<file path="src/rtl/sud_pkg.sv">
// ----------------------------------------------------------------------------
// sud_pkg
// Shared widths, operation codes and pipeline types for the divider.
// ----------------------------------------------------------------------------
package sud_pkg;

    localparam int DATA_WIDTH = 64;
    localparam int OP_WIDTH   = 2;

    localparam logic [OP_WIDTH-1:0] OP_DIVU = 2'd0;
    localparam logic [OP_WIDTH-1:0] OP_DIVS = 2'd1;
    localparam logic [OP_WIDTH-1:0] OP_REMU = 2'd2;
    localparam logic [OP_WIDTH-1:0] OP_REMS = 2'd3;

    // Partial remainder, dividend/quotient shift word, divisor magnitude.
    typedef struct packed {
        logic [DATA_WIDTH-1:0] rem;
        logic [DATA_WIDTH-1:0] numq;
        logic [DATA_WIDTH-1:0] den;
    } stage_data_t;

    // Per-request control carried alongside the data.
    typedef struct packed {
        logic want_rem;
        logic neg_res;
        logic zero;
    } stage_ctl_t;

endpackage

</file>
<file path="src/rtl/sud_prep.sv">
// ----------------------------------------------------------------------------
// sud_prep
// Entry stage: decodes the operation, takes operand magnitudes and
// works out the sign of the result.
// ----------------------------------------------------------------------------
module sud_prep
    import sud_pkg::*;
(
    input  logic                  clk,
    input  logic                  rst_n,
    input  logic                  en,
    input  logic                  valid_in,
    input  logic [OP_WIDTH-1:0]   op,
    input  logic [DATA_WIDTH-1:0] dividend,
    input  logic [DATA_WIDTH-1:0] divisor,
    output logic                  valid_out,
    output stage_data_t           data_out,
    output stage_ctl_t            ctl_out
);

    logic        valid_reg;
    logic        valid_next;
    stage_data_t data_reg;
    stage_data_t data_next;
    stage_ctl_t  ctl_reg;
    stage_ctl_t  ctl_next;

    logic                  is_signed;
    logic                  want_rem;
    logic                  a_neg;
    logic                  b_neg;
    logic [DATA_WIDTH-1:0] a_mag;
    logic [DATA_WIDTH-1:0] b_mag;

    always_comb
    begin
        case (op)
            OP_DIVU:
            begin
                is_signed = 1'b0;
                want_rem  = 1'b0;
            end
            OP_DIVS:
            begin
                is_signed = 1'b1;
                want_rem  = 1'b0;
            end
            OP_REMU:
            begin
                is_signed = 1'b0;
                want_rem  = 1'b1;
            end
            OP_REMS:
            begin
                is_signed = 1'b1;
                want_rem  = 1'b1;
            end
            default:
            begin
                is_signed = 1'b0;
                want_rem  = 1'b0;
            end
        endcase

        a_neg = is_signed & dividend[DATA_WIDTH-1];
        b_neg = is_signed & divisor[DATA_WIDTH-1];
        a_mag = a_neg ? (~dividend + 1'b1) : dividend;
        b_mag = b_neg ? (~divisor + 1'b1) : divisor;

        data_next.rem  = '0;
        data_next.numq = a_mag;
        data_next.den  = b_mag;

        ctl_next.want_rem = want_rem;
        ctl_next.neg_res  = want_rem ? a_neg : (a_neg ^ b_neg);
        ctl_next.zero     = (divisor == '0);

        valid_next = en ? valid_in : valid_reg;
    end

    always_ff @(posedge clk or negedge rst_n)
    begin
        if (!rst_n)
        begin
            valid_reg <= 1'b0;
        end
        else
        begin
            valid_reg <= valid_next;
        end
    end

    always_ff @(posedge clk)
    begin
        if (en)
        begin
            data_reg <= data_next;
            ctl_reg  <= ctl_next;
        end
    end

    assign valid_out = valid_reg;
    assign data_out  = data_reg;
    assign ctl_out   = ctl_reg;

endmodule

</file>
<file path="config.mk">
export PLATFORM = sky130hd
export DESIGN_NAME = sud_prep
export DESIGN_NICKNAME = d
export VERILOG_FILES = /design/src/rtl/sud_pkg.sv /design/src/rtl/sud_prep.sv
export SDC_FILE = /design/constraint.sdc
export NUM_CORES = 1
export LEC_CHECK = 0
export ABC_AREA = 1
export ABC_CLOCK_PERIOD_IN_PS = 1500
export CAP_MARGIN = 20
export CORE_MARGIN = 5
export CORE_UTILIZATION = 35
export CTS_CLUSTER_DIAMETER = 40
export DETAILED_ROUTE_END_ITERATION = 7
export DONT_BUFFER_PORTS = 1
export PLACE_DENSITY = 0.51
export SYNTH_ARGS = -nofsm -noshare
export SYNTH_HDL_FRONTEND = slang
export SYNTH_SLANG_ARGS = --single-unit
</file>
<file path="constraint.sdc">
create_clock -name clk -period 1.5 [get_ports clk]
set_clock_uncertainty 0.2 [all_clocks]
set_input_delay 0.225 -clock clk [delete_from_list [all_inputs] [get_ports clk]]
set_output_delay 0.225 -clock clk [all_outputs]
set_load 0.02 [all_outputs]
</file>
Word-level counts from Yosys, hierarchy flattened
Index checks and enable logic that the tools add are counted.
{"block": "word_totals", "word_cells": 27, "in_bits": 134, "register_bits": 132}
{"block": "classes", "n_addsub": 2, "n_eq_ne": 3, "mux": 5, "reduce_logical": 6, "bitwise_logic": 5}
{"cell": "64-bit by 1-bit adder with 64-bit output, second input constant", "n": 2}
{"cell": "64-bit two-way mux", "n": 2}
{"cell": "64-bit NOT", "n": 2}
{"cell": "64-bit logical NOT", "n": 1}
{"cell": "2-bit OR reduction", "n": 4}
{"cell": "2-bit equality test, second input constant", "n": 2}
{"cell": "1-bit one-hot mux with 2 select lines", "n": 2}
{"cell": "1-bit bitwise AND", "n": 2}
{"cell": "2-bit by 1-bit equality test with 1-bit output, second input constant", "n": 1}
{"cell": "2-bit logical NOT", "n": 1}
{"cell": "1-bit two-way mux", "n": 1}
{"cell": "1-bit bitwise XOR", "n": 1}

Depth between registers and ports, before layout
{"block": "depth", "ltp_word": 6, "depth_mapped": 11, "ltp_nobuf": 11}

Worst setup path before layout
No wires, ideal clock.
{"block": "synth_path", "path_kind": "input -> register", "startpoint": "in divisor[1]", "endpoint": "reg data_reg (netlist bit data_out[40]) (data pin)", "t_arrival_ps": 1242, "n_path_buf": 0, "setup_time_ps": 252, "setup_slack_ps": -195, "required_time_ps": 1048, "path_stages": 9, "cell_sequence": "inv_1 ha_1 nand3_1 nor2_2 nand2_1 o21ai_4 nand2_1 nand2_1 nand2_1"}
{"block": "synth_via", "elab_chain_len": 3}
{"element": "start, declared", "line_no": "sud_prep.sv:15", "source": "input logic [DATA_WIDTH-1:0] divisor,"}
{"element": "64-bit NOT", "line_no": "sud_prep.sv:68", "source": "b_mag = b_neg ? (~divisor + 1'b1) : divisor;"}
{"element": "64-bit by 1-bit adder with 64-bit output", "line_no": "sud_prep.sv:68"}
{"element": "64-bit two-way mux", "line_no": "sud_prep.sv:68"}
{"element": "named net b_mag[40]", "line_no": "sud_prep.sv:33", "source": "logic [DATA_WIDTH-1:0] b_mag;"}
{"element": "end signal, assigned", "line_no": "sud_prep.sv:97", "source": "data_reg <= data_next;"}
{"element": "end, declared", "line_no": "sud_prep.sv:23", "source": "stage_data_t data_reg;"}
The timed path passes the listed nets, and every way through them passes these cells.
A chain may end at the register's enable or synchronous reset.

==> results.json <==
{
  "status": "finished, violations left",
  "violations": "hold timing",
  "use_met3": 0.0736,
  "synth.most_common_cell": "nand2_1",
  "cts_tree": "yes",
  "min_period_ns": 1.41,
  "start_kind": "input pin",
  "antenna_left": 0,
  "met1_usage": 0.266,
  "wl_um": 32900,
  "async_reset_ff_frac": 0.00758,
  "finalHoldViolCount": 75,
  "grt_overflow_total": 0,
  "fillers": 2517,
  "cp_max_fo": 3,
  "yosysSeqAreaShare": 0.443,
  "ys_ff_latch": 132,
  "antenna_cells": 0,
  "power_leakage_nw": 5.07,
  "crit_chain": "nor2_1 -> dlygate4sd3_1 -> nand4_1 -> nor4_2",
  "grt_max_degree": 133,
  "ys_top_cells_by_area": "edfxtp_1, nand2_1, nor2_1",
  "multiInputGateArea_um2": 4490,
  "path_buf_inv": 1,
  "cp_slowest_cell": "dlygate4sd3_1",
  "crit_type": "in2reg",
  "clockRootBuffer": "clkbuf_16",
  "place_congestion": 0.900,
  "nNetsFinal": 1589,
  "cts.sinks": 132,
  "setup_viol": 0,
  "hold_class": "in2reg",
  "post_cts_buffers": 0,
  "fin_hold_ws_ns": -0.257,
  "drc": 0,
  "critPathRequiredTime_ns": 1.53,
  "grt_pass1_wl_um": 48500,
  "power_density_nw_per_um2": 950,
  "htreeDepth": 4,
  "ys_types": 35,
  "area_growth_pct": 34.7,
  "num_vias": 8489,
  "wl_per_cell_um": 18.3,
  "die_width_um": 170,
  "dpl_worst_slack_ns": -0.312,
  "use_met2": 0.382,
  "ctsLongestPathBuffers": 2,
  "post-route-period-util": 0.941,
  "clk_pin_slew_ns": 0.07,
  "cap_violations": 0,
  "postSynthCellCount": 1204,
  "ys.flop_type": "edfxtp_1",
  "critPathCaptureType": "flip-flop",
  "antenna_found_initial": 0,
  "port_buffers": 0,
  "vias_per_cell": 4.73,
  "gr-usage-all-layers": 0.222,
  "std_cell_rows": 58,
  "slew_violations": 0,
  "cts_buffers": 17,
  "clock_latency_ns": 0.42,
  "power.total_w": 0.0114,
  "ir_worst_vdd_mv": 0.594,
  "first_iter_violations": 627,
  "yosys_warnings": 0,
  "coreArea_um2": 25200,
  "synth-edff-count": 131,
  "crit_arrival_ns": 1.44,
  "fin_ws_ns": 0.0890,
  "hpwlAfterDp_um": 25400,
  "regArea_um2": 3960,
  "firstDrtPassIters": 5,
  "dieHeight_um": 170,
  "grt_pass1_vias": 8378,
  "grt_busiest_layer": "met2",
  "initial_utilization": 0.355,
  "dieArea_um2": 28800,
  "synth_top_area_share": 0.440,
  "synth_common_cells": "nand2_1, nor2_1, edfxtp_1, inv_1, buf_4",
  "max_freq_mhz": 709,
  "synth_top_area_cell": "edfxtp_1",
  "rsz0062_at_grt": "no",
  "ios": 330,
  "rrSetupSlack_ns": 0.45,
  "syn-cell-area_um2": 8940,
  "critical_path.max_stage_delay_ns": 0.58,
  "critPathTopFamily": "simple AND/OR/NAND/NOR gates",
  "post_route_cells_drive_above_1_share": 0.145,
  "avgSynthCellArea_um2": 7.42
}
==> layout make-up <==
type                            instances  share of cell area
Multi-Input combinational cell        969               0.373
Clock inverter                         15              0.0140
Clock buffer                           17              0.0354
Tap cell                              330              0.0343
Sequential cell                       132               0.329
Timing Repair Buffer                  246               0.184
Inverter                               87              0.0294
==> sequential cells by signal (all words and copies together) (netlist names) <==
signal     count
valid_out      1
data_out     128
ctl_out        3
==> final timing paths <==
check                             from            to  cells after the start
max in group asynchronous        rst_n     valid_out                      2
setup reg to reg             valid_out     valid_out                      1
setup / recovery           divisor[61]    ctl_out[0]                      4
hold / removal                      en  data_out[57]                      0
hold reg to reg              valid_out     valid_out                      1
min in group asynchronous        rst_n     valid_out                      2
==> timing repair <==
action	in CTS	in global routing
hold buffers	125	3
hold endpoints to repair	263	141
resized for setup	0	5
setup endpoints to repair	0	3
==> cells by family (layout without fill, tap and decap cells) <==
kind of cell             Yosys count  count (layout)  share of synthesized area
adder cells (fa/ha/maj)            2               2                    0.00280
other                              1              64                   0.000420
AND/OR/NAND/NOR                  774             774                      0.347
flip-flops                       132             132                      0.443
XOR/XNOR                          59              59                     0.0578
AO/OA/AOI/OAI                     69              69                     0.0452
buffers and inverters            166             365                      0.102
multiplexers                       1               1                    0.00126
==> per-stage QoR <==
step / TNS (ns) / cell area (um2) / utilization / hold slack (ns) / instances
floorplan: -0.0130 / 9390 / - / -0.271 / 1267
global placement: -17.80 / 10100 / 0.403 / -0.271 / 1636
detailed placement: -18.40 / 10100 / 0.403 / -0.271 / 1636
CTS: 0 / 12000 / 0.476 / -0.294 / 1793
global route: 0 / 12000 / 0.478 / -0.313 / 1796
finish: 0 / 12000 / 0.478 / -0.257 / 1796
==> placed cells by master, fill, tap and decap left out, drive strengths merged, types with 13 or more instances in the layout <==
cell           n
a21oi         13
buf          118
clkbuf        17
conb          64
dlygate4sd3  127
edfxtp       131
inv           93
nand2        433
nand3         69
nor2         259
o21ai         46
xnor2         25
xor2          34
==> where the power goes <==
part	internal (W)	total (W)	leakage, nW	switching [W]
Combinational	0.000788	0.00182	3.50	0.00104
Clock	0.00249	0.00432	0.278	0.00183
Sequential	0.00459	0.00528	1.29	0.000696
Total	0.00787	0.0114	5.07	0.00356
==> metal layers <==
layer  routed length, um  vias to the layer above
met5                   0                        -
met4                 786                        0
met3                3080                       40
met2               15900                      337
met1               13100                     3891
li1                    -                     4221
Note: power is estimated with default switching activity, not from simulation.
