**src/rtl/sud_pkg.sv**
```systemverilog
// ----------------------------------------------------------------------------
// sud_pkg
// Shared widths, operation codes and pipeline types for the divider.
// ----------------------------------------------------------------------------
package sud_pkg;

    localparam int DATA_WIDTH = 64;
    localparam int OP_WIDTH   = 2;

    localparam logic [OP_WIDTH-1:0] OP_DIVU = 2'd0;
    localparam logic [OP_WIDTH-1:0] OP_DIVS = 2'd1;
    localparam logic [OP_WIDTH-1:0] OP_REMU = 2'd2;
    localparam logic [OP_WIDTH-1:0] OP_REMS = 2'd3;

    // Partial remainder, dividend/quotient shift word, divisor magnitude.
    typedef struct packed {
        logic [DATA_WIDTH-1:0] rem;
        logic [DATA_WIDTH-1:0] numq;
        logic [DATA_WIDTH-1:0] den;
    } stage_data_t;

    // Per-request control carried alongside the data.
    typedef struct packed {
        logic want_rem;
        logic neg_res;
        logic zero;
    } stage_ctl_t;

endpackage

```
**src/rtl/sud_post.sv**
```systemverilog
// ----------------------------------------------------------------------------
// sud_post
// Result selection, sign fix-up and zero-divisor override, followed by an
// output register with a skid entry that drives the pipeline enable.
// ----------------------------------------------------------------------------
module sud_post
    import sud_pkg::*;
(
    input  logic                  clk,
    input  logic                  rst_n,
    input  logic                  valid_in,
    input  stage_data_t           data_in,
    input  stage_ctl_t            ctl_in,
    output logic                  en,
    output logic                  rsp_valid,
    input  logic                  rsp_ready,
    output logic [DATA_WIDTH-1:0] result
);

    logic                  out_valid_reg;
    logic                  out_valid_next;
    logic [DATA_WIDTH-1:0] out_data_reg;
    logic [DATA_WIDTH-1:0] out_data_next;
    logic                  skid_valid_reg;
    logic                  skid_valid_next;
    logic [DATA_WIDTH-1:0] skid_data_reg;
    logic [DATA_WIDTH-1:0] skid_data_next;

    logic [DATA_WIDTH-1:0] sel;
    logic [DATA_WIDTH-1:0] res;

    always_comb
    begin
        sel = ctl_in.want_rem ? data_in.rem : data_in.numq;
        if (ctl_in.zero)
        begin
            res = '0;
        end
        else if (ctl_in.neg_res)
        begin
            res = ~sel + 1'b1;
        end
        else
        begin
            res = sel;
        end
    end

    always_comb
    begin
        out_valid_next  = out_valid_reg;
        out_data_next   = out_data_reg;
        skid_valid_next = skid_valid_reg;
        skid_data_next  = skid_data_reg;

        if (skid_valid_reg)
        begin
            // pipeline frozen; drain the skid entry
            if (rsp_ready)
            begin
                out_data_next   = skid_data_reg;
                skid_valid_next = 1'b0;
            end
        end
        else if (!out_valid_reg || rsp_ready)
        begin
            out_valid_next = valid_in;
            if (valid_in)
            begin
                out_data_next = res;
            end
        end
        else if (valid_in)
        begin
            skid_valid_next = 1'b1;
            skid_data_next  = res;
        end
    end

    always_ff @(posedge clk or negedge rst_n)
    begin
        if (!rst_n)
        begin
            out_valid_reg  <= 1'b0;
            skid_valid_reg <= 1'b0;
        end
        else
        begin
            out_valid_reg  <= out_valid_next;
            skid_valid_reg <= skid_valid_next;
        end
    end

    always_ff @(posedge clk)
    begin
        out_data_reg  <= out_data_next;
        skid_data_reg <= skid_data_next;
    end

    assign en        = ~skid_valid_reg;
    assign rsp_valid = out_valid_reg;
    assign result    = out_data_reg;

endmodule

```
**config.mk**
```make
export PLATFORM = sky130hd
export DESIGN_NAME = sud_post
export DESIGN_NICKNAME = d
export VERILOG_FILES = /design/src/rtl/sud_pkg.sv /design/src/rtl/sud_post.sv
export SDC_FILE = /design/constraint.sdc
export NUM_CORES = 1
export LEC_CHECK = 0
export BUFFER_PORTS_ARGS = -buffer_cell sky130_fd_sc_hd__buf_4
export CAP_MARGIN = 20
export CORE_MARGIN = 2
export CORE_UTILIZATION = 47
export DETAILED_ROUTE_END_ITERATION = 16
export PLACE_DENSITY = 0.71
export SYNTH_ARGS = -nofsm -noshare
export SYNTH_HDL_FRONTEND = slang
export SYNTH_SLANG_ARGS = --single-unit
```
**constraint.sdc**
```tcl
create_clock -name clk -period 9.55 [get_ports clk]
set_clock_uncertainty 0.05 [all_clocks]
set_input_delay 1.91 -clock clk [delete_from_list [all_inputs] [get_ports clk]]
set_output_delay 1.91 -clock clk [all_outputs]
set_load 0.02 [all_outputs]
```
* Yosys cells after proc, flatten, opt, wreduce, memory -nomap -nowiden
Cells that the tools add are included.
Storage, ports and cells: register bits after elaboration 130, input bits 199, memory bits (read-only) 0, output and inout bits 66, memories kept 0, bits in writable memories 0, latch bits 0
Cells by class: reductions and logical operators 7, eq/ne operators 1, muxes and demuxes 11, shift-type cells 0, divide/modulo/power cells 0, bitwise operators 3, multipliers 0, order comparisons 0, $add $sub $neg 1
Operator list (number):
- 64-bit 2-to-1 mux | 7
- 64-bit by 1-bit adder with 64-bit output (second input constant) | 1
- 64-bit NOT | 1
- 3-bit AND reduction | 2
- 1-bit 2-to-1 mux | 4
- 2-bit nonzero test | 2
- 2-bit != test (second input constant) | 1
- 1-bit NOT | 2
- 2-bit AND reduction | 1
- 1-bit zero test | 1
- 1-bit logical OR | 1

* Depth between registers and ports, before layout
depth in word-level cells 8, mapped depth 15, gate-level depth less buffers 8

* Least setup slack after synthesis
No wires, ideal clock.
path kind in2reg, start in rsp_ready, end reg skid_valid_reg, arrival 8696 ps, path buffers 0, path slack 691 ps, cell stages on the path 2, data required time 9387 ps, cell sequence nor4bb_1 o21bai_1
Between the ends: cells in the longest elaborated chain, start to end 3, elaborated cells between the ends (all ways) 4, those cells by class 3 x mux; 1 x reduce/logical
RTL lines:
- from (decl) | line sud_post.sv:16 | input logic rsp_ready,
- 1-bit logical OR | line sud_post.sv:65 | else if (!out_valid_reg || rsp_ready)
- 1-bit 2-to-1 mux | line sud_post.sv:65
- 1-bit 2-to-1 mux * | line sud_post.sv:56 | if (skid_valid_reg)
- named net skid_valid_next | line sud_post.sv:25 | logic skid_valid_next;
- to (signal assigned) | line sud_post.sv:90 | skid_valid_reg <= skid_valid_next;
- to (decl) | line sud_post.sv:24 | logic skid_valid_reg;
The timed path passes the listed nets; every way through them passes the cells marked *. A chain may end at the register's enable or synchronous reset.

* Worst setup path after layout
start in ctl_in[2] (netlist bit), end reg out_data_reg[34] (netlist: result[34]) (data pin)
Between the ends: cells in the longest elaborated chain, start to end 8
RTL lines:
- from (decl) | line sud_post.sv:13 | input stage_ctl_t ctl_in,
- 64-bit 2-to-1 mux * | line sud_post.sv:34 | sel = ctl_in.want_rem ? data_in.rem : data_in.numq;
- 64-bit NOT | line sud_post.sv:41 | res = ~sel + 1'b1;
- 64-bit by 1-bit adder with 64-bit output | line sud_post.sv:41
- 64-bit 2-to-1 mux * | line sud_post.sv:39 | else if (ctl_in.neg_res)
- 64-bit 2-to-1 mux * | line sud_post.sv:35 | if (ctl_in.zero)
- 64-bit 2-to-1 mux * | line sud_post.sv:68 | if (valid_in)
- 64-bit 2-to-1 mux * | line sud_post.sv:65
- 64-bit 2-to-1 mux * | line sud_post.sv:56
- named net out_data_next[34] | line sud_post.sv:23 | logic [DATA_WIDTH-1:0] out_data_next;
- to (signal assigned) | line sud_post.sv:96 | out_data_reg <= out_data_next;
- to (decl) | line sud_post.sv:22 | logic [DATA_WIDTH-1:0] out_data_reg;
The timed path passes the listed nets; every way through them passes the cells marked *. The select of a mux whose other input is x is not followed.

==> flow_metrics.env <==
export IMPL_post_route_period_util_pct=59.3
export IMPL_tritoncts="yes"
export IMPL_slew_violations=0
export IMPL_cts_max_level=4
export IMPL_hpwl_um=15300
export IMPL_avgSynthCellArea_um2=10.1
export IMPL_max_freq_ghz=0.177
export IMPL_min_period_ps=5660
export IMPL_ctsResizeCount=0
export IMPL_die_area_um2=18200
export IMPL_synth_nets=1001
export IMPL_final_antenna_net_count=0
export IMPL_peakVddDrop_v=0.000121
export IMPL_drt_iter0_drc=627
export IMPL_drt_pre_antenna_iters=6
export IMPL_synth_seq_cells=130
export IMPL_grt_use_total_pct=25.4
export IMPL_pin_count=265
export IMPL_drive_above_1_share_pct=27.2
export IMPL_postCtsSetupBuffers=0
export IMPL_slew_headroom_pct=33.9
export IMPL_finalHoldViolCount=0
export IMPL_min_path_type="reg2reg"
export IMPL_yosysWarnings=0
export IMPL_instances_no_fill=1209
export IMPL_cp_cell_sequence="buf_6 > buf_4 > or3b_2 > a222oi_1 > and2_1 > o2111ai_1 > o31ai_2 > xnor2_1 > o21ai_1"
export IMPL_overflow=0
export IMPL_critPathLaunchType="input pin"
export IMPL_place_congestion=0.827
export IMPL_via_per_inst=5.75
export IMPL_cts_buffers=17
export IMPL_synth_top_area_cell="edfxtp_1"
export IMPL_start_util_pct=48.3
export IMPL_setup_tns_final_ps=0
export IMPL_wire_per_inst_um=19.1
export IMPL_synth_top_area_share_pct=47.7
export IMPL_yosysUniqueCellTypes=71
export IMPL_maxCapViolCount=0
export IMPL_vias=6953
export IMPL_cp_end_kind="register"
export IMPL_syn_inst=801
export IMPL_drc=0
export IMPL_die_w_um=135
export IMPL_grt_pass1_vias=6686
export IMPL_hold_slack_ps=471
export IMPL_grt_pass1_wl_um=35700
export IMPL_rsz0062_at_grt="no"
export IMPL_syn_area_um2=8060
export IMPL_antenna_cells=0
export IMPL_crit_required_ps=9640
export IMPL_status="finished clean"
export IMPL_synthFlopType="edfxtp_1"
export IMPL_fin_area_um2=10300
export IMPL_cpMaxStageDelayCell="buf_4"
export IMPL_num_rows=47
export IMPL_antenna_found_initial=0
export IMPL_async_flop_share_pct=1.54
export IMPL_cp_max_fo=108
export IMPL_clock_latency_ps=420
export IMPL_synth_area_top_cells="edfxtp_1, mux2i_1, xnor2_1, nor2_1, nand2_1"
export IMPL_powerDensity_nw_per_um2=178
export IMPL_grt_max_degree=109
export IMPL_die_y_um=135
export IMPL_finalPower_mw=1.84
export IMPL_clkTransAtPathRegs_ps=60
export IMPL_synth_edf_count=128
export IMPL_coreArea_um2=16700
export IMPL_areaGrowthSynthToFinish_pct=27.8
export IMPL_clock_sinks=130
export IMPL_dpl_cell_area_um2=9690
export IMPL_drt_total_wl_um=23000
export IMPL_ys_seq_area_share_pct=48.3
export IMPL_p_leak_nw=3.96
export IMPL_setup_ws_ps=3890
export IMPL_dp_cells=1178
export IMPL_num_nets_final=1177
export IMPL_cts_hold_buf=0
export IMPL_cpPeakStageDelay_ps=730
export IMPL_cts_path_max_buffers=2
export IMPL_fin_util_pct=61.7
export IMPL_max_slew_worst_pin_slew_ps=992
export IMPL_dp_slack_ps=3510
export IMPL_buffer_ports_inserted=200
export IMPL_ctsRootBufferMaster="clkbuf_16"
export IMPL_critPathArrivalTime_ps=5750
export IMPL_critPathKind="in2reg"
export IMPL_setup_viol=0
==> cell usage in the layout (no fill, tap or decap), types with 4 or more instances in the layout <==
| master | count |
|---|---|
| a21oi_1 | 20 |
| buf_4 | 206 |
| bufinv_16 | 4 |
| clkbuf_16 | 17 |
| clkinvlp_4 | 4 |
| edfxtp_1 | 128 |
| inv_1 | 5 |
| mux2i_1 | 63 |
| nand2_1 | 93 |
| nand2b_1 | 6 |
| nand3_1 | 4 |
| nand4_1 | 5 |
| nor2_1 | 98 |
| nor3_1 | 42 |
| nor3b_1 | 19 |
| nor4_1 | 5 |
| nor4b_1 | 4 |
| o21ai_0 | 58 |
| o21ai_1 | 24 |
| o22ai_1 | 4 |
| o31ai_1 | 25 |
| o41ai_2 | 4 |
| or2_2 | 5 |
| or3_1 | 10 |
| or4_1 | 4 |
| xnor2_1 | 51 |
| xor2_1 | 10 |
==> cells in the mapped netlist, types with 14 or more instances <==
cell type,instances
edfxtp_1,128
nor2_1,98
nand2_1,93
mux2i_1,63
o21ai_0,58
xnor2_1,51
nor3_1,42
clkbuf_1,30
o31ai_1,25
o21ai_1,24
a21oi_1,20
nor3b_1,19
buf_2,14
==> path summary, 6_finish.rpt <==
| check | from | cells past startpoint | end | slack, ps |
|---|---|---|---|---|
| hold / removal | skid_data_reg[39]$_DFFE_PP_ | 2 | result[39]$_DFFE_PP_ | 470 |
| setup reg to reg | skid_valid_reg$_DFF_PN0_ | 5 | result[63]$_DFFE_PP_ | 6430 |
| max in group asynchronous | rst_n | 1 | skid_valid_reg$_DFF_PN0_ | 8140 |
| hold reg to reg | skid_data_reg[39]$_DFFE_PP_ | 2 | result[39]$_DFFE_PP_ | 470 |
| min in group asynchronous | rst_n | 1 | skid_valid_reg$_DFF_PN0_ | 1210 |
| setup / recovery | ctl_in[2] | 9 | result[34]$_DFFE_PP_ | 3890 |
==> worst max-delay path: cells and delay by family <==
| family | cells | cell delay, ps |
|---|---|---|
| buffers and inverters | 2 | 1320 |
| AO/OA/AOI/OAI | 4 | 1300 |
| AND/OR/NAND/NOR | 2 | 920 |
| XOR/XNOR | 1 | 190 |
==> logic make-up (layout without fill, tap and decap cells) <==
family                   Yosys count  in the layout  share of synthesized area, %
AND/OR/NAND/NOR                  317            317                          19.7
adder cells (fa/ha/maj)            1              1                         0.155
buffers and inverters             55            243                          3.01
flip-flops                       130            130                          48.3
AO/OA/AOI/OAI                    171            171                          13.9
XOR/XNOR                          61             61                          6.63
multiplexers                      66             66                          8.29
==> power breakdown <==
part	switching (mW)	total (mW)	leakage, nW	internal, mW
Sequential	0.0260	0.741	1.26	0.715
Clock	0.254	0.688	0.286	0.434
Combinational	0.242	0.408	2.42	0.165
Total	0.522	1.84	3.96	1.31
==> final cells by class <==
type / count / area [µm²]
clock buffers: 17 / 425
fillers: 1473 / 6400
repair buffers: 207 / 1560
clock inverters: 14 / 189
inverters: 5 / 18.8
multi-input cells: 616 / 3940
well taps: 220 / 275
flip-flops and latches: 130 / 3890
==> routing by layer <==
metal  vias to the layer above  global-route usage (%)  share of wire (%)
li1                       3334                       -                  -
met1                      3281                    34.5                 44
met2                       303                    40.8                 47
met3                        35                    5.41                7.5
met4                         0                    7.87                1.6
met5                         -                       0                  0
Power figures use the tool's default switching activity.
