`config.mk`:
```
export PLATFORM = sky130hd
export DESIGN_NAME = sud_step
export DESIGN_NICKNAME = d
export VERILOG_FILES = /design/src/rtl/sud_pkg.sv /design/src/rtl/sud_step.sv
export SDC_FILE = /design/constraint.sdc
export NUM_CORES = 1
export LEC_CHECK = 0
export ABC_AREA = 1
export BUFFER_PORTS_ARGS = -buffer_cell sky130_fd_sc_hd__buf_2
export CAP_MARGIN = 15
export CELL_PAD_IN_SITES_DETAIL_PLACEMENT = 0
export CELL_PAD_IN_SITES_GLOBAL_PLACEMENT = 1
export CORE_UTILIZATION = 38
export CTS_BUF_LIST = sky130_fd_sc_hd__clkbuf_8
export CTS_CLUSTER_DIAMETER = 50
export DETAILED_ROUTE_END_ITERATION = 12
export PLACE_DENSITY_LB_ADDON = 0.3
export SLEW_MARGIN = 40
export SYNTH_ARGS = -nofsm -noshare
export SYNTH_HDL_FRONTEND = slang
export SYNTH_SLANG_ARGS = --single-unit
```
`constraint.sdc`:
```
create_clock -name clk -period 1 [get_ports clk]
set_clock_uncertainty 0.15 [all_clocks]
set_input_delay 0.05 -clock clk [delete_from_list [all_inputs] [get_ports clk]]
set_output_delay 0.05 -clock clk [all_outputs]
set_load 0.02 [all_outputs]
```
`src/rtl/sud_pkg.sv`:
```
// ----------------------------------------------------------------------------
// sud_pkg
// Shared widths, operation codes and pipeline types for the divider.
// ----------------------------------------------------------------------------
package sud_pkg;

    localparam int DATA_WIDTH = 64;
    localparam int OP_WIDTH   = 2;

    localparam logic [OP_WIDTH-1:0] OP_DIVU = 2'd0;
    localparam logic [OP_WIDTH-1:0] OP_DIVS = 2'd1;
    localparam logic [OP_WIDTH-1:0] OP_REMU = 2'd2;
    localparam logic [OP_WIDTH-1:0] OP_REMS = 2'd3;

    // Partial remainder, dividend/quotient shift word, divisor magnitude.
    typedef struct packed {
        logic [DATA_WIDTH-1:0] rem;
        logic [DATA_WIDTH-1:0] numq;
        logic [DATA_WIDTH-1:0] den;
    } stage_data_t;

    // Per-request control carried alongside the data.
    typedef struct packed {
        logic want_rem;
        logic neg_res;
        logic zero;
    } stage_ctl_t;

endpackage

```
`src/rtl/sud_step.sv`:
```
// ----------------------------------------------------------------------------
// sud_step
// One restoring division stage: one trial subtract, one quotient bit.
// ----------------------------------------------------------------------------
module sud_step
    import sud_pkg::*;
(
    input  logic        clk,
    input  logic        rst_n,
    input  logic        en,
    input  logic        valid_in,
    input  stage_data_t data_in,
    input  stage_ctl_t  ctl_in,
    output logic        valid_out,
    output stage_data_t data_out,
    output stage_ctl_t  ctl_out
);

    logic        valid_reg;
    logic        valid_next;
    stage_data_t data_reg;
    stage_data_t data_next;
    stage_ctl_t  ctl_reg;

    logic [DATA_WIDTH:0] part;
    logic [DATA_WIDTH:0] diff;
    logic                q_bit;

    always_comb
    begin
        part  = {data_in.rem, data_in.numq[DATA_WIDTH-1]};
        diff  = part - {1'b0, data_in.den};
        q_bit = ~diff[DATA_WIDTH];

        data_next.rem  = q_bit ? diff[DATA_WIDTH-1:0] : part[DATA_WIDTH-1:0];
        data_next.numq = {data_in.numq[DATA_WIDTH-2:0], q_bit};
        data_next.den  = data_in.den;

        valid_next = en ? valid_in : valid_reg;
    end

    always_ff @(posedge clk or negedge rst_n)
    begin
        if (!rst_n)
        begin
            valid_reg <= 1'b0;
        end
        else
        begin
            valid_reg <= valid_next;
        end
    end

    always_ff @(posedge clk)
    begin
        if (en)
        begin
            data_reg <= data_next;
            ctl_reg  <= ctl_in;
        end
    end

    assign valid_out = valid_reg;
    assign data_out  = data_reg;
    assign ctl_out   = ctl_reg;

endmodule

```
==> Word level (Yosys, flattened, before mapping) <==
Cells that the tools add are included.
{ "word_totals": {"regBits": 196, "inputBits": 199, "out_inout_bits": 196, "elab_cells": 10} }
{ "classes": {"addsub": 1, "mux": 1, "bitwise": 1} }
{ "ops": {"columns": ["cell", "n"], "rows": [
  ["subtractor 65 x 64 -> 65 bit", 1],
  ["2-to-1 mux 64 bit", 1],
  ["NOT 1 bit", 1]
]} }

==> Longest topological paths before layout <==
Gate-level depths: netlist of run 1.
{ "logic_depth": {"ltp_word": 2, "depth_mapped": 20, "ltp_nobuf": 18} }

==> Worst setup path after synthesis of run 1 <==
No wires, ideal clock.
{ "synth_timing": {"path_kind": "input -> register", "from": "in data_in[127] (netlist bit)", "to": "reg data_reg, in the netlist data_out[169] (data pin)", "setup_time_ns": 0.252, "t_arrival_ns": 1.847, "t_required_ns": 0.598, "slack_ns": -1.249, "cell_stages": 19, "path_buffers": 2, "cell_sequence": "inv_1 -> ha_1 -> fa_1 -> inv_1 -> nand2_1 -> nand2_1 -> nand3_1 -> nand2_2 -> nand2_1 -> nand2_2 -> nand2_1 -> nand2_2 -> nand2_2 -> nand3_1 -> nand2_2 -> buf_12 -> buf_12 -> nand2_2 -> nand2_1"} }
{ "synth_rtl": {"columns": ["element", "line", "rtl"], "rows": [
  ["from (decl)", "sud_step.sv:12", "input stage_data_t data_in,"],
  ["to (signal assigned)", "sud_step.sv:58", "data_reg <= data_next;"],
  ["to (decl)", "sud_step.sv:21", "stage_data_t data_reg;"]
]} }

==> results of run 1 <==
[state kept, by name, summed over array words and instances (netlist names)]
register and cells:
data_out 192, ctl_out 3, valid_out 1
[cells in the final DEF, fill, tap and decap left out, types with 19 or more instances in the layout]
cell type,n
xor2_1,30
dlygate4sd3_1,188
a21oi_1,31
buf_2,257
ha_1,19
nand2_4,37
nand2_1,668
nor2_1,81
ha_4,43
nor2_2,20
inv_1,377
buf_6,138
nand3_1,55
edfxtp_1,195
buf_4,345
nand2_2,117
[through the flow]
stage	setup TNS [ns]	cell area (sq um)
6_report	-141.10	23200
5_1_grt	-155.08	23200
4_1_cts	-129.44	21500
3_5_place_dp	-100.05	18200
3_3_place_gp	-96.25	18200
2_1_floorplan	-74.57	13200
[power by group]
group,internal (mW),leakage (nW),switching [mW]
Sequential,10.1,1.92,0.415
Combinational,5.52,10.2,6.57
Clock,2.14,0.214,3.61
[layout make-up]
| class | count | area [sq um] | share of cell area [%] |
|---|---|---|---|
| well taps | 448 | 561 | 2.41 |
| diodes | 3 | 7.51 | 0.0323 |
| clock buffers | 17 | 234 | 1.01 |
| repair buffers | 950 | 7810 | 33.6 |
| flip-flops and latches | 196 | 5880 | 25.3 |
| multi-input cells | 1203 | 7040 | 30.3 |
| inverters | 396 | 1500 | 6.46 |
| clock inverters | 15 | 183 | 0.787 |
[repair_timing]
action,4_1_cts,5_1_grt
gates cloned,6,5
setup endpoints to repair,261,446
setup buffers,15,12
pin swaps,18,41
hold endpoints to repair,351,142
hold buffers,185,4
resized for setup,155,438
[path summary, 6_finish.rpt]
path | cells past startpoint | to | slack (ns) | from
min in group asynchronous | 3 | valid_out$_DFFE_PN0P_ | 0.22 | rst_n
worst max-delay path | 18 | data_out[187]$_DFFE_PP_ | -0.97 | data_in[57]
worst max register to register | 1 | valid_out$_DFFE_PN0P_ | 0.08 | valid_out$_DFFE_PN0P_
worst min register to register | 1 | valid_out$_DFFE_PN0P_ | 0.41 | valid_out$_DFFE_PN0P_
max in group asynchronous | 3 | valid_out$_DFFE_PN0P_ | 0.37 | rst_n
worst min-delay path | 1 | data_out[0]$_DFFE_PP_ | -0.44 | data_in[0]
[cells by family (layout without fill, tap and decap cells)]
family          count (synthesis)  in the layout
fa+ha+maj                      65             65
other cells                     0              3
xor+xnor                       31             31
mux                             1              1
flops                         196            196
simple gates                 1044           1044
compound gates                 62             62
buf+inv                       409           1378
[layer usage]
layer	global-route usage, %	routed length (um)	vias to the layer above
met5	0	13	-
met4	8.29	1580	2
met3	4.90	3710	90
met2	53.5	29500	595
met1	38.6	25300	7073
li1	-	-	7444
[worst max-delay path, delay by kind of cell]
| family | cells | cell delay (ns) |
|---|---|---|
| buffers and inverters | 5 | 0.61 |
| AND/OR/NAND/NOR | 10 | 0.89 |
| adder cells (fa/ha/maj) | 1 | 0.23 |
| AO/OA/AOI/OAI | 2 | 0.33 |
==> metrics.md, run 1 <==
| Metric | Value |
|---|---|
| Largest net degree at the start of global routing | `28` |
| HP Class | `input port to register` |
| DR vias | `15204` |
| Crit-path slowest cell | `ha_4` |
| DRC Markers | `0` |
| Max-capacitance violation count | `0` |
| Cell Pwr Density | `1220 nW/um^2` |
| Row cnt | `67` |
| Required @ worst endpoint | `1.13 ns` |
| Finished Core Util | `68.7%` |
| Fmax | `506 MHz` |
| Mux cell area share after synthesis | `0.0857%` |
| Yosys warnings | `0` |
| Antenna violations before repair | `4` |
| Post-DRT Antenna Nets | `0` |
| First-pass GRT wire length | `80.9 mm` |
| Place WS | `-1.58 ns` |
| Total I/O pin count | `395` |
| Setup ws final | `-0.974 ns` |
| Post-synth EDFFs | `195` |
| CTS tree | `yes` |
| Finished Layout Cells | `3228` |
| CTS buffer count | `17` |
| Adder-cell share of the synthesized area | `6.25%` |
| Crit path capture type | `register` |
| Area leader, netlist | `edfxtp_1` |
| Yosys cell types | `33` |
| IO buf count | `394` |
| Core area | `33800 sq um` |
| Setup violators final | `446` |
| Number of vias per cell | `4.71` |
| Cells after DPL | `2970` |
| Die ar. | `35300 sq um` |
| Crit-path cells | `buf_2, inv_1, ha_4, nand2_1, nand2_1, a21oi_2, nor2_1, nor2_1, nand2_2, a21oi_4, nand2_4, buf_6, nand2_4, nand2_8, buf_6, buf_8, nand2_1, nand2_1` |
| Worst-skew pair later-pin latency | `0.51 ns` |
| Fin nets | `3028` |
| Final hold vios | `16` |
| Commonest cells post-synth | `794 x nand2_1, 391 x inv_1, 195 x edfxtp_1` |
| Detailed placer's ending HPWL | `41.1 mm` |
| Clk slew on worst S/H paths | `0.12 ns` |
| Total track usage | `30.5%` |
| Iteration-0 DRC Markers | `1105` |
| Htree depth | `4` |
| Area growth syn-to-layout | `76.6%` |
| Most used standard cell by instance count after synthesis | `nand2_1` |
| VDD IR-drop max | `797 uV` |
| Worst EP arrival | `2.11 ns` |
| Crit path time final | `1.97 ns` |
| Synth area leaders | `edfxtp_1 45%, nand2_1 23%, inv_1 11%` |
| RSZ-0062 raised after global routing | `yes` |
| Slew HR | `76.4%` |
| Gr ovfl total | `0` |
| Share of the synthesized area in the top cell type | `44.6%` |
| Routed wire per std cell | `18.6 um` |
| CP max stage delay | `0.23 ns` |
| Layout cells sized above 1 | `39.2%` |
| Synth Instances | `1808` |
| Fraction of registers with async set/reset | `0.510%` |
| Final period util | `197%` |
| Pwr Total | `28.3 mW` |
| Final Max Tran Viols | `0` |
| Synth Area in Simple Gates | `32.0%` |
| CP Max Fanout | `8` |
| DR pass1 iterations | `5` |
| Die extent in y | `188 um` |
| Setup CP Type | `input port to register` |
| Sink Count | `196` |
| Syn Area/Cell | `7.27 sq um` |
| Worst Tran Pin Value | `0.350 ns` |
| Largest family of logic cells by synthesized area | `simple AND/OR/NAND/NOR gates` |
| Most common cell on crit path | `nand2_1` |
| Yosys reg bits | `196` |
| Chip width | `188 um` |
| Routability cong. | `0.932` |
| Lkg Pwr | `12.3 nW` |
| CTS Buffer Depth | `2` |
| Initial Util | `38.9%` |
| Compound-Gate Fraction of Synth Area | `2.51%` |
| Failing checks | `negative hold slack, negative setup slack` |
| WL final | `60.1 mm` |
| Top FF cell, synth | `edfxtp_1` |
| Outcome | `finished with violations` |
| Filler cells | `2670` |
| Vias in the first global route | `14674` |
| CP startpoint kind | `input port` |
| Post-Synth XOR/XNOR Area | `2.07%` |
| WHS | `-0.441 ns` |
| Syn Nets | `2072` |
| Synth Cell Area | `13100 sq um` |
| Sequential-to-total area share from yosys stat | `44.7%` |
| Clock root cell | `clkbuf_8` |
Note: power is estimated with default switching activity, not from simulation.
==> run 2: changes to the inputs <==
Settings changed: PLACE_DENSITY_LB_ADDON 0.3 to 0.25.
==> run 2 against run 1 <==
Compared with the run above:
- the run still ends with negative hold slack, negative setup slack left
- count of clock-buffer cells in the layout unchanged
- first-iteration DRC count down 7.8%
- setup slack got worse by 0.081 ns
- largest power group unchanged
- non-clock buffer count is the same
- utilization grew 0.14 points
- cell count barely moved
- global-route usage rose by 0.94 points
- combinational power about the same
- register-to-register slack hardly changed
- via count is 0.35% lower
- wire length fell by 1.0%
- flip-flop and latch count is the same
- largest cell class unchanged
==> metrics.md, run 2 (same netlist as run 1, synthesis figures left out) <==
| Metric | Value |
|---|---|
| IO buf count | `394 (unchanged)` |
| Required @ worst endpoint | `1.12 ns (about the same)` |
| Post-DRT Antenna Nets | `0 (unchanged)` |
| CP Max Fanout | `12 (+4)` |
| Max-capacitance violation count | `0 (unchanged)` |
| Layout cells sized above 1 | `40.8% (+1.7 points)` |
| DR vias | `15151 (-0.35%)` |
| Finished Core Util | `68.8% (+0.14 points)` |
| Crit-path cells | `buf_2, inv_1, ha_4, nand2_1, nand2_1, nand2_1, nand2_1, inv_1, nand2_2, a21oi_2, nand2_4, nand2_8, nand2_4, nand2_4, nand2_8, buf_12, clkbuf_16, nand2_1, nand2_1` |
| Initial Util | `38.9% (unchanged)` |
| Final Max Tran Viols | `0 (unchanged)` |
| Finished Layout Cells | `3225 (-0.093%)` |
| CP startpoint kind | `input port` |
| Setup violators final | `271 (-39%)` |
| Lkg Pwr | `12.2 nW (-0.81%)` |
| CP max stage delay | `0.24 ns (about the same)` |
| Die ar. | `35300 sq um (unchanged)` |
| Total track usage | `31.4% (+0.94 points)` |
| Outcome | `finished with violations` |
| Setup ws final | `-1.06 ns (-0.0811 ns)` |
| Detailed placer's ending HPWL | `40.5 mm (-1.4%)` |
| Sink Count | `196 (unchanged)` |
| Most common cell on crit path | `nand2_1` |
| HP Class | `input port to register` |
| Final hold vios | `48 (+32)` |
| Crit path capture type | `register` |
| DRC Markers | `0 (unchanged)` |
| Clk slew on worst S/H paths | `0.12 ns (about the same)` |
| Htree depth | `4 (unchanged)` |
| Gr ovfl total | `0 (unchanged)` |
| Largest net degree at the start of global routing | `51 (+82%)` |
| Cell Pwr Density | `1210 nW/um^2 (-0.56%)` |
| Area growth syn-to-layout | `77.0%` |
| Vias in the first global route | `14736 (+0.42%)` |
| WL final | `59.5 mm (-1.0%)` |
| CTS buffer count | `17 (unchanged)` |
| Failing checks | `negative hold slack, negative setup slack` |
| Buf/Inv on CP | `5 (unchanged)` |
| Final period util | `206% (+8.1 points)` |
| CP top delay family | `simple AND/OR/NAND/NOR gates` |
| Die extent in y | `188 um (unchanged)` |
| Filler cells | `2720 (+1.9%)` |
| Row cnt | `67 (unchanged)` |
| Commonest non-fill, non-tap cell in the layout | `nand2_1` |
| Clock root cell | `clkbuf_8` |
| VDD IR-drop max | `865 uV (+8.6%)` |
| Iteration-0 DRC Markers | `1019 (-7.8%)` |
| Number of vias per cell | `4.70 (-0.26%)` |
| CTS Buffer Depth | `2 (unchanged)` |
| Core area | `33800 sq um (unchanged)` |
| RSZ-0062 raised after global routing | `yes` |
| CTS tree | `yes` |
| ANT cells | `0 (-3)` |
| Fmax | `486 MHz (-3.9%)` |
| WHS | `-0.383 ns (+0.0574 ns)` |
| Routed wire per std cell | `18.5 um (-0.91%)` |
| DR pass1 iterations | `5 (unchanged)` |
| Cells after DPL | `2957 (-0.44%)` |
| Worst EP arrival | `2.18 ns (+0.07 ns)` |
| Place WS | `-1.60 ns (-0.0220 ns)` |
| Setup CP Type | `input port to register` |
| Worst Tran Pin Value | `0.300 ns (-0.0500 ns)` |
| Crit-path slowest cell | `ha_4` |
| Slew HR | `79.9% (+3.4 points)` |
| First-pass GRT wire length | `83.1 mm (+2.7%)` |
| Commonest non-fill, non-tap cells in the layout | `647 x nand2_1, 363 x inv_1, 333 x buf_4` |
| Total I/O pin count | `395 (unchanged)` |
| Fin nets | `3028 (unchanged)` |
| Routability cong. | `0.924 (-0.84%)` |
| Crit path time final | `2.06 ns (+0.0811 ns)` |
| Largest register FFs | `192 (unchanged)` |
| Worst-skew pair later-pin latency | `0.51 ns (about the same)` |
| Chip width | `188 um (unchanged)` |
| Antenna violations before repair | `2 (-2)` |
## run 2: changes by cell type in the layout (fill, tap and decap cells not counted), moves of 7 or more
cell     previous run  this run
buf_12             10        18
buf_2             257       321
buf_4             345       333
buf_6             138        72
ha_1               19         7
ha_4               43        55
inv_1             377       363
inv_2              18        31
nand2_1           668       647
nand2_2           117       126
nand2_4            37        48
nand3_2            14         7
## run 2: area by class of cell
class | instances | area (sq um) | area share, %
timing repair buffer | 950 | 7570 | 32.6
inverter | 396 | 1500 | 6.45
clock buffer | 17 | 234 | 1.01
multi-input combinational | 1203 | 7340 | 31.6
sequential | 196 | 5880 | 25.3
tap | 448 | 561 | 2.41
clock inverter | 15 | 165 | 0.710
## run 2: per-stage QoR
step	power, mW	setup TNS [ns]	cell area (sq um)
2_1_floorplan	15.0	-74.57	13200
3_3_place_gp	19.2	-103.05	18100
3_5_place_dp	19.3	-109.72	18100
4_1_cts	26.6	-112.44	21800
5_1_grt	29.4	-128.54	23300
6_report	28.2	-117.20	23300
## run 2: power breakdown
group          switching [mW]  internal, mW
combinational            6.78          5.59
sequential              0.341          10.1
clock                    3.56          1.88
## run 2: metal layers
| layer | GRT usage, % | up-vias | wire [um] |
|---|---|---|---|
| met3 | 4.60 | 86 | 3420 |
| met1 | 40.3 | 7068 | 25300 |
| li1 | - | 7434 | - |
| met4 | 10.4 | 2 | 1770 |
| met2 | 53.9 | 561 | 29000 |
| met5 | 0 | - | 14 |
## run 2: final timing paths
path / from / end / slack, ns / depth (start not counted)
setup / recovery: data_in[29] / data_out[149]$_DFFE_PP_ / -1.06 / 19
hold / removal: data_in[1] / data_out[1]$_DFFE_PP_ / -0.38 / 1
setup reg to reg: valid_out$_DFFE_PN0P_ / valid_out$_DFFE_PN0P_ / 0.07 / 1
hold reg to reg: valid_out$_DFFE_PN0P_ / valid_out$_DFFE_PN0P_ / 0.41 / 1
max in group asynchronous: rst_n / valid_out$_DFFE_PN0P_ / 0.36 / 3
min in group asynchronous: rst_n / valid_out$_DFFE_PN0P_ / 0.24 / 3
## run 2: timing repair
action | CTS | global route
gates resized for setup | 260 | 267
setup buffers | 14 | 19
hold buffers | 185 | 6
pin swaps | 21 | 61
gates cloned | 9 | 6
hold endpoints to repair | 388 | 120
setup endpoints to repair | 261 | 267
==> run 3: changes to the inputs <==
Settings changed: PLACE_DENSITY set to 0.89, PLACE_DENSITY_LB_ADDON 0.25 to unset.
==> run 3 against run 2 <==
Compared with the run above:
- the flow still finishes with violations (negative hold slack, negative setup slack)
- non-clock buffer count down 25
- largest cell class unchanged
- combinational power about the same
- wire length up 2.5%
- hold slack worse by 0.074 ns
- fmax up 2.2%
- sequential power about the same
- cell count down 0.68%
- setup slack better by 0.045 ns
- sequential share of layout area up 0.20 points
==> metrics.md, run 3 (same netlist as run 1, synthesis figures left out) <==
| Metric | Value |
|---|---|
| Fin nets | `3004 (-0.79%)` |
| CP max stage delay | `0.25 ns (about the same)` |
| RSZ-0062 raised after global routing | `yes` |
| Setup ws final | `-1.01 ns (+0.0447 ns)` |
| Cells after DPL | `2951 (-0.20%)` |
| WHS | `-0.457 ns (-0.0741 ns)` |
| Antenna violations before repair | `6 (+4)` |
| Core area | `33800 sq um (unchanged)` |
| Final setup TNS | `-118.57 ns (-1.37 ns)` |
| Max-capacitance violation count | `0 (unchanged)` |
| CP Max Fanout | `8 (-4)` |
| Clock root cell | `clkbuf_8` |
| Largest register FFs | `192 (unchanged)` |
| Setup CP Type | `input port to register` |
| Lkg Pwr | `12.2 nW (-0.52%)` |
| Vias in the first global route | `14480 (-1.7%)` |
| Required @ worst endpoint | `1.25 ns (+0.13 ns)` |
| Crit path capture type | `register` |
| Met3 wire len | `3.82 mm (+12%)` |
| Met2 routed WL | `30.2 mm (+3.9%)` |
| Detailed placer's ending HPWL | `40.8 mm (+0.56%)` |
| Finished Layout Cells | `3203 (-0.68%)` |
| Worst Tran Pin Value | `0.363 ns (+0.0629 ns)` |
| CTS Buffer Depth | `2 (unchanged)` |
| Die extent in y | `188 um (unchanged)` |
| Commonest non-fill, non-tap cells in the layout | `639 x nand2_1, 373 x inv_1, 321 x buf_4` |
| Total track usage | `29.5% (-1.9 points)` |
| Die ar. | `35300 sq um (unchanged)` |
| HP Class | `input port to register` |
| Buf/Inv on CP | `5 (unchanged)` |
| Worst-case reg-to-reg path depth | `2 (+1)` |
| Worst EP arrival | `2.26 ns (+0.08 ns)` |
| DR pass1 iterations | `6 (+1)` |
| VDD IR-drop max | `888 uV (+2.7%)` |
| Largest net degree at the start of global routing | `34 (-33%)` |
| Crit-path slowest cell | `ha_4` |
| Initial Util | `38.9% (unchanged)` |
| Min-delay src | `data_in[0]` |
| Chip width | `188 um (unchanged)` |
| Setup violators final | `262 (-3.3%)` |
| Routability cong. | `0.949 (+2.7%)` |
| CTS buffer count | `17 (unchanged)` |
| CP startpoint kind | `input port` |
| Highest routed metal layer | `met5` |
| IO buf count | `394 (unchanged)` |
| Row cnt | `67 (unchanged)` |
| Crit-path cells | `buf_2, inv_2, ha_4, nand2_1, nand2_1, a21oi_2, nor2_4, nor2_4, nand2_1, a21oi_2, buf_4, buf_4, nand3_4, nand2_8, clkbuf_16, nand2_4, nand2_2` |
| Crit path time final | `2.01 ns (-0.0447 ns)` |
| Commonest non-fill, non-tap cell in the layout | `nand2_1` |
| R2R Path End | `valid_out$_DFFE_PN0P_` |
| Worst-skew pair later-pin latency | `0.53 ns (+0.02 ns)` |
| Slew HR | `75.6% (-4.2 points)` |
| DRC Markers | `0 (unchanged)` |
| Fmax | `497 MHz (+2.2%)` |
| Final Max Tran Viols | `0 (unchanged)` |
| Final hold vios | `33 (-31%)` |
| WHS Endpoint | `data_out[0]$_DFFE_PP_` |
| Filler cells | `2592 (-4.7%)` |
| FF-to-FF Start | `valid_out$_DFFE_PN0P_` |
| Outcome | `finished with violations` |
| Iteration-0 DRC Markers | `1108 (+8.7%)` |
| Cell Pwr Density | `1220 nW/um^2 (+0.61%)` |
| Routed wire per std cell | `19.0 um (+3.2%)` |
| CTS tree | `yes` |
| First-pass GRT wire length | `78.7 mm (-5.3%)` |
| Clk slew on worst S/H paths | `0.13 ns (about the same)` |
| Total I/O pin count | `395 (unchanged)` |
| Area growth syn-to-layout | `75.6%` |
| Layout cells sized above 1 | `40.1% (-0.70 points)` |
| Gr ovfl total | `0 (unchanged)` |
| Worst reg-to-reg setup slack | `-0.08 ns (-0.15 ns)` |
| Most common cell on crit path | `nand2_1` |
| Htree depth | `4 (unchanged)` |
| Number of vias per cell | `4.80 (+2.1%)` |
| Post-DRT Antenna Nets | `0 (unchanged)` |
| Final period util | `201% (-4.5 points)` |
| Sink Count | `196 (unchanged)` |
| DR vias | `15370 (+1.4%)` |
| Hold Path Depth | `1 (unchanged)` |
| CP top delay family | `simple AND/OR/NAND/NOR gates` |
| Failing checks | `negative hold slack, negative setup slack` |
| Wl on met1 | `25.1 mm (-0.91%)` |
| WL final | `61.0 mm (+2.5%)` |
==> run 3: cell types whose count changed in the layout (fill, tap and decap cells not counted), sizes merged <==
cell	previous run	this run
buf	752	726
clkinv	10	5
inv	400	404
clkbuf	24	27
diode	0	2
dlygate4sd3	191	190
nand2	824	825
==> run 3: repair_timing <==
action                                  4_1_cts  5_1_grt
pin swaps                                    17       55
hold endpoints to repair                    384      117
hold buffers                                178       12
endpoints found under the setup margin      261      261
setup buffers                                 5       10
resized for setup                            69      546
cloned                                        2       11
==> run 3: layer usage <==
| metal | vias to the layer above | global-route usage [%] |
|---|---|---|
| li1 | 7390 | - |
| met4 | 2 | 10.3 |
| met3 | 115 | 4.68 |
| met5 | - | 0 |
| met1 | 7240 | 37.1 |
| met2 | 623 | 51.1 |
==> run 3: where the power goes <==
part / switching (mW) / leakage [nW] / internal (mW)
logic: 6.68 / 10.1 / 5.42
registers: 0.426 / 1.92 / 10.1
clock network: 3.61 / 0.200 / 1.96
==> run 3: layout make-up <==
type	instances	area (sq um)	area share, %
Timing Repair Buffer	925	7540	32.7
Multi-Input combinational cell	1204	7190	31.2
Antenna cell	2	5.00	0.0217
Inverter	396	1500	6.50
Tap cell	448	561	2.43
Clock inverter	14	151	0.656
Sequential cell	196	5880	25.5
Clock buffer	18	248	1.07
==> run 3: worst max path at each step <==
stage,startpoint,to,slack (ns),cells after the start
floorplan,data_in[127],data_out[169]$_DFFE_PP_,-1.16,19
global placement,data_in[59],data_out[172]$_DFFE_PP_,-1.58,17
detailed placement,data_in[59],data_out[158]$_DFFE_PP_,-1.59,17
CTS,data_in[61],data_out[158]$_DFFE_PP_,-0.85,17
global route,data_in[57],data_out[175]$_DFFE_PP_,-1.03,17
finish,data_in[57],data_out[130]$_DFFE_PP_,-1.01,17
==> run 3: through the flow <==
step	setup WS [ns]	power (mW)	utilization [%]	cell area, sq um
6_report	-1.01	28.2	68.3	23100
2_1_floorplan	-1.16	15.0	-	13200
3_3_place_gp	-1.58	19.1	53.4	18000
5_1_grt	-1.03	29.2	68.3	23100
4_1_cts	-0.846	25.4	61.1	20700
3_5_place_dp	-1.59	19.2	53.4	18000
